### src/rtl/raabb_recip.sv
// pipelined restoring divider: quot = 2^(2*FRAC_BITS) / mag, one quotient bit per stage
module raabb_recip #(
  parameter int FRAC_BITS = 16
) (
  input  logic                     clk,
  input  logic [31:0]              mag,
  output logic [2*FRAC_BITS:0]     quot
);

  localparam int NS = 2 * FRAC_BITS + 1;
  localparam int QW = NS;

  logic [32:0]   rem_q [NS];
  logic [QW-1:0] quo_q [NS];
  logic [31:0]   mag_q [NS-1];

  for (genvar k = 0; k < NS; k++) begin : g_stage
    logic [32:0]   rem_in;
    logic [32:0]   shifted;
    logic [32:0]   diff;
    logic [31:0]   m_in;
    logic [QW-1:0] q_in;
    logic          ge;

    if (k == 0) begin : g_first
      assign rem_in = '0;
      assign q_in   = '0;
      assign m_in   = mag;
    end else begin : g_rest
      assign rem_in = rem_q[k-1];
      assign q_in   = quo_q[k-1];
      assign m_in   = mag_q[k-1];
    end

    // the dividend has a single set bit, consumed by the first stage
    assign shifted = {rem_in[31:0], 1'(k == 0)};
    assign diff    = shifted - {1'b0, m_in};
    assign ge      = !diff[32];

    always_ff @(posedge clk) begin
      rem_q[k] <= ge ? diff : shifted;
      quo_q[k] <= {q_in[QW-2:0], ge};
    end

    if (k < NS - 1) begin : g_mag
      always_ff @(posedge clk) begin
        mag_q[k] <= m_in;
      end
    end
  end

  assign quot = quo_q[NS-1];

endmodule

### config.mk
export PLATFORM = sky130hd
export DESIGN_NAME = raabb_recip
export DESIGN_NICKNAME = d
export VERILOG_FILES = /design/src/rtl/raabb_recip.sv
export SDC_FILE = /design/constraint.sdc
export NUM_CORES = 2
export LEC_CHECK = 0
export BUFFER_PORTS_ARGS = -buffer_cell sky130_fd_sc_hd__buf_2
export CELL_PAD_IN_SITES_DETAIL_PLACEMENT = 0
export CELL_PAD_IN_SITES_GLOBAL_PLACEMENT = 1
export CORE_AREA = 2 2 684 346
export CTS_BUF_LIST = sky130_fd_sc_hd__clkbuf_16
export CTS_CLUSTER_SIZE = 40
export DETAILED_ROUTE_END_ITERATION = 6
export DIE_AREA = 0 0 686 348
export PLACE_DENSITY_LB_ADDON = 0.2
export SYNTH_ARGS = -nofsm -noshare
export SYNTH_HDL_FRONTEND = slang
export SYNTH_SLANG_ARGS = --single-unit
### constraint.sdc
create_clock -name clk -period 5.1 [get_ports clk]
set_clock_uncertainty 0.05 [all_clocks]
set_input_delay 1.02 -clock clk [delete_from_list [all_inputs] [get_ports clk]]
set_output_delay 1.02 -clock clk [all_outputs]
set_load 0.02 [all_outputs]
[After elaboration in Yosys (flattened, before gate mapping)]
Memory sizes are Yosys's and may differ from the RTL's.
Cells that the tools add are included.
Word-level totals
  bits in latches: 0
  flip-flop bits (word level): 0
  ROM bits: 0
  RAM bits: 3202
  memories kept: 3
  input bits: 33
  word-level logic and storage cells: 102
  output and inout bits: 33
Cells by class
  divide/modulo/power cells: 0
  equality and inequality tests: 0
  bitwise gates (word level): 0
  shift-type cells: 0
  magnitude comparators: 0
  $mul: 0
  muxes and demuxes: 33
  reductions and logical operators: 33
  add/subtract/negate cells: 33
Memories
  quo_q: depth 33, bits a word 33, rd ports 33, clocked after memory_dff 0, wr ports 33, RTL line 14  | logic [QW-1:0] quo_q [NS];
  rem_q: depth 33, bits a word 33, rd ports 32, clocked after memory_dff 0, wr ports 33, RTL line 13  | logic [32:0] rem_q [NS];
  mag_q: depth 32, bits a word 32, rd ports 32, clocked after memory_dff 0, wr ports 32, RTL line 15  | logic [31:0] mag_q [NS-1];
Operators by type and width (count)
  $mux W33: 32
  $sub A33 B32 Y33: 32
  $logic_not A1 Y1: 33
  $sub A1 B32 Y33 const A: 1
  $mux W32: 1

[Depth between registers and ports, before layout]
An unclocked memory read counts as a cell.
  depth in word-level cells: 3
  depth in mapped cells: 15

[Least setup slack after synthesis]
No wires, ideal clock.
  kind: flip-flop to flip-flop
  start: memory mag_q[20][0], in the netlist mag_q[10][0]
  end: memory rem_q[21][4], in the netlist rem_q[0][697]
  data arrival time: 3.480 ns
  slack: 1.449 ns
  cell stages (with the launch flop): 14
  required time: 4.929 ns
  path through: dfxtp_1 > inv_1 > fa_1 > a211oi_1 > o21ai_0 > a41oi_1 > o211ai_1 > o41ai_2 > o22ai_1 > a311oi_2 > o21ai_1 > xor2_1 > buf_2 > mux2_2
RTL lines (RTL line)
  start, declared: 15
  end, declared: 13

==> results by group <==
Run status
  • Run status: complete, but fails checks
  • Failing checks: negative setup slack

Clocking
  • CTS tree: done
  • Clock sink count: 2,609
  • Clock-pin transition on the worst setup and hold timing paths: 70 ps
  • CTS H-Tree Depth: 4
  • Clock root buffer: clkbuf_16
  • Maximum root-to-sink buffer count: 4
  • Worst-skew pair later-pin latency: 970 ps
  • Post-CTS Hold Buffers: 0
  • TritonCTS Buffers: 233

Floorplanning
  • Std cell rows: 126
  • # IOs: 66
  • Die area: 0.239 mm²
  • Die Span Y: 348 µm
  • Die Span X: 686 µm
  • Initial Utilization: 0.506
  • Core box area: 0.233 mm²

Routing
  • Iter 0 DRT Violations: 10,200
  • Pre-antenna DRT Iters: 6
  • Total wire length: 354 mm
  • Vias/cell: 5.70
  • Antenna-violating nets left: 0
  • DRC: 0
  • DR vias: 88,900
  • Drt wl/cell: 22.7 µm

Power
  • Pwr/cell area: 829 mW/mm²
  • Comb pwr share: 0.532
  • Clock power frac: 0.167
  • Sequential Power Share: 0.301
  • NetSw: 45,300 µW
  • Internal: 62,800 µW
  • Maximum vdd drop: 459 µV
  • Pleak: 0.0611 µW
  • Net Sw Frac: 0.419
  • Final Power: 108,000 µW

Timing
  • Measured slew at the worst slew-check pin: 1320 ps
  • RSZ-0062 raised after global routing: false
  • # setup viols final: 16
  • Normalized max-slew margin: 0.115
  • Final period util: 1.01
  • Fmax: 195 MHz
  • Hold slack: 145 ps
  • Worst Slack Setup Final: -37.2 ps
  • Final Max Slew Viols: 0
  • Hold Fails Final Rpt: 0
  • Tmin final: 5140 ps

GRT
  • Vias in the first global route: 80,100
  • Largest net degree at the start of global routing: 64
  • Initial antenna violation count: 16
  • GRT Util Overall: 0.287
  • First-pass GRT wire length: 525 mm
  • Overflow after GRT: 0

Setup path
  • CP cell instances: inv_1, fa_1, a211oi_1, o21ai_0, a41oi_1, o211ai_1, o41ai_4, o22ai_1, a311oi_2, o21ai_1, xor2_4, buf_12, mux2_2
  • Worst path bufs/invs: 2
  • Slowest stage cell, crit path: a311oi_2
  • CP max stage delay: 580 ps
  • WS Path Type: flop to flop
  • R2r setup slk: -40 ps
  • Worst Path Arrival: 5860 ps
  • Crit path capture type: flop
  • Critical Path Source: mag_q[10][0]
  • Max Fanout on Critical Path: 33
  • R2r startpoint: mag_q[10][0]
  • Startpoint types: flop
  • CP top delay family: compound AO/OA/AOI/OAI gates
  • Worst EP required: 5820 ps

Place
  • Routability Congestion: 0.969
  • Number of port buffers: 65
  • Hpwl dp: 284 mm

Hold path
  • Worst hold path class: input port to flop
  • Min-delay src: mag[0]

Yosys
  • Synthesized area: 0.118 mm²
  • Post-synth EDFFs: 0
  • Number of synthesized register bits: 2,609
  • Synth Flop Type: dfxtp_1
  • Asr flop ratio synth: 0
  • Syn avg cell area: 9.76 µm²
  • Synthesis Warnings: 0
  • Count of different cell masters after synthesis: 100
  • Post-synthesis sequential area ratio: 0.442
  • Cells after Synth: 12,100

Layout
  • Flip-flop and latch area: 0.0522 mm²
  • Fillers: 20,400
  • Multi-input gate area: 0.0602 mm²
  • Final net count: 13,300
  • Layout cells sized above 1: 0.111
  • Commonest non-fill, non-tap cell in the layout: dfxtp_1
  • Most frequent cells in the layout: dfxtp_1, inv_1, ha_1, a21oi_1, nand2_1
  • P&R area growth vs syn: 10.3%

Flow run
  • Max_cap viols: 0
==> layout make-up <==
class | count | area share
clock inverter | 187 | 0.0137
antenna | 10 | 0.000192
sequential | 2609 | 0.401
tap | 3136 | 0.0301
timing repair buffer | 202 | 0.0121
inverter | 1260 | 0.0363
multi-input combinational | 7965 | 0.462
clock buffer | 234 | 0.0449
==> state kept, by name, indices dropped and copies added, names as in the netlist <==
name,count
quo_q,561
mag_q,1024
rem_q,1024
==> routing by layer <==
metal	part of all wire	up-vias	track usage
met3	0.14	282	0.123
met4	0.010	6	0.0337
li1	-	42500	-
met1	0.58	42300	0.527
met5	0.00046	-	0
met2	0.27	3707	0.267
==> synthesized netlist by cell type, types with 136 or more instances <==
cell / number / area (µm²)
a31oi_1: 138 / 863
clkbuf_1: 194 / 728
ha_1: 993 / 12400
xnor2_1: 503 / 4410
xor2_1: 323 / 2830
nand3_1: 220 / 1100
mux2_2: 671 / 7560
nor2_1: 550 / 2060
dfxtp_1: 2609 / 52200
nand2b_1: 136 / 851
o21ai_0: 576 / 2880
nand2_1: 674 / 2530
inv_1: 1259 / 4730
a21o_1: 573 / 4300
a21oi_1: 836 / 4180
==> stage by stage <==
| step | instance area [µm²] | util | instances | setup slack (ps) | setup TNS [ps] |
|---|---|---|---|---|---|
| 6_report | 130000 | 0.558 | 15600 | -37.2 | -397 |
| 5_1_grt | 130000 | 0.558 | 15600 | 8.66 | 0 |
| 4_1_cts | 130000 | 0.558 | 15600 | 56.9 | 0 |
| 3_5_place_dp | 123000 | 0.525 | 15200 | 112 | 0 |
| 3_3_place_gp | 123000 | 0.525 | 15200 | 261 | 0 |
| 2_1_floorplan | 118000 | - | 12100 | 1450 | 0 |
==> power by group through the flow <==
| stage | logic [µW] | clock network, µW | registers [µW] |
|---|---|---|---|
| after floorplan | 40900 | 0 | 30200 |
| after global routing | 62000 | 19300 | 33000 |
| after CTS | 55700 | 18400 | 32300 |
| after global placement | 53900 | 0 | 32700 |
| after detailed placement | 55100 | 0 | 32600 |
| final | 57500 | 18100 | 32500 |
==> logic make-up (layout without fill, tap and decap cells) <==
kind of cell	after synthesis	count (layout)	share of synthesized area
AO/OA/AOI/OAI	3035	3035	0.167
flip-flops	2609	2609	0.442
AND/OR/NAND/NOR	2294	2294	0.0941
buffers and inverters	1544	1883	0.0507
adder cells (fa/ha/maj)	1024	1024	0.110
XOR/XNOR	834	834	0.0624
multiplexers	763	763	0.0731
other	1	25	0.0000317
==> worst reg2reg max path: stages, from the launching register on <==
cell and delay (ps):
dfxtp_1 410, inv_1 80, fa_1 450, a211oi_1 410, o21ai_0 290, a41oi_1 440, o211ai_1 330, o41ai_4 570
o22ai_1 270, a311oi_2 580, o21ai_1 260, xor2_4 200, buf_12 250, mux2_2 450
==> path summary, 6_finish.rpt <==
path	cells past startpoint	endpoint
max	13	rem_q[0][696]
min	1	mag_q[0][0]
max reg2reg	13	rem_q[0][696]
min reg2reg	0	quo_q[23][4]
==> timing repair <==
action / in CTS / in global routing
endpoints found under the hold margin: 0 / 0
gates resized for setup: 0 / 1
endpoints found under the setup margin: 0 / 30
setup buffers: 0 / 0
Power figures use the tool's default switching activity.
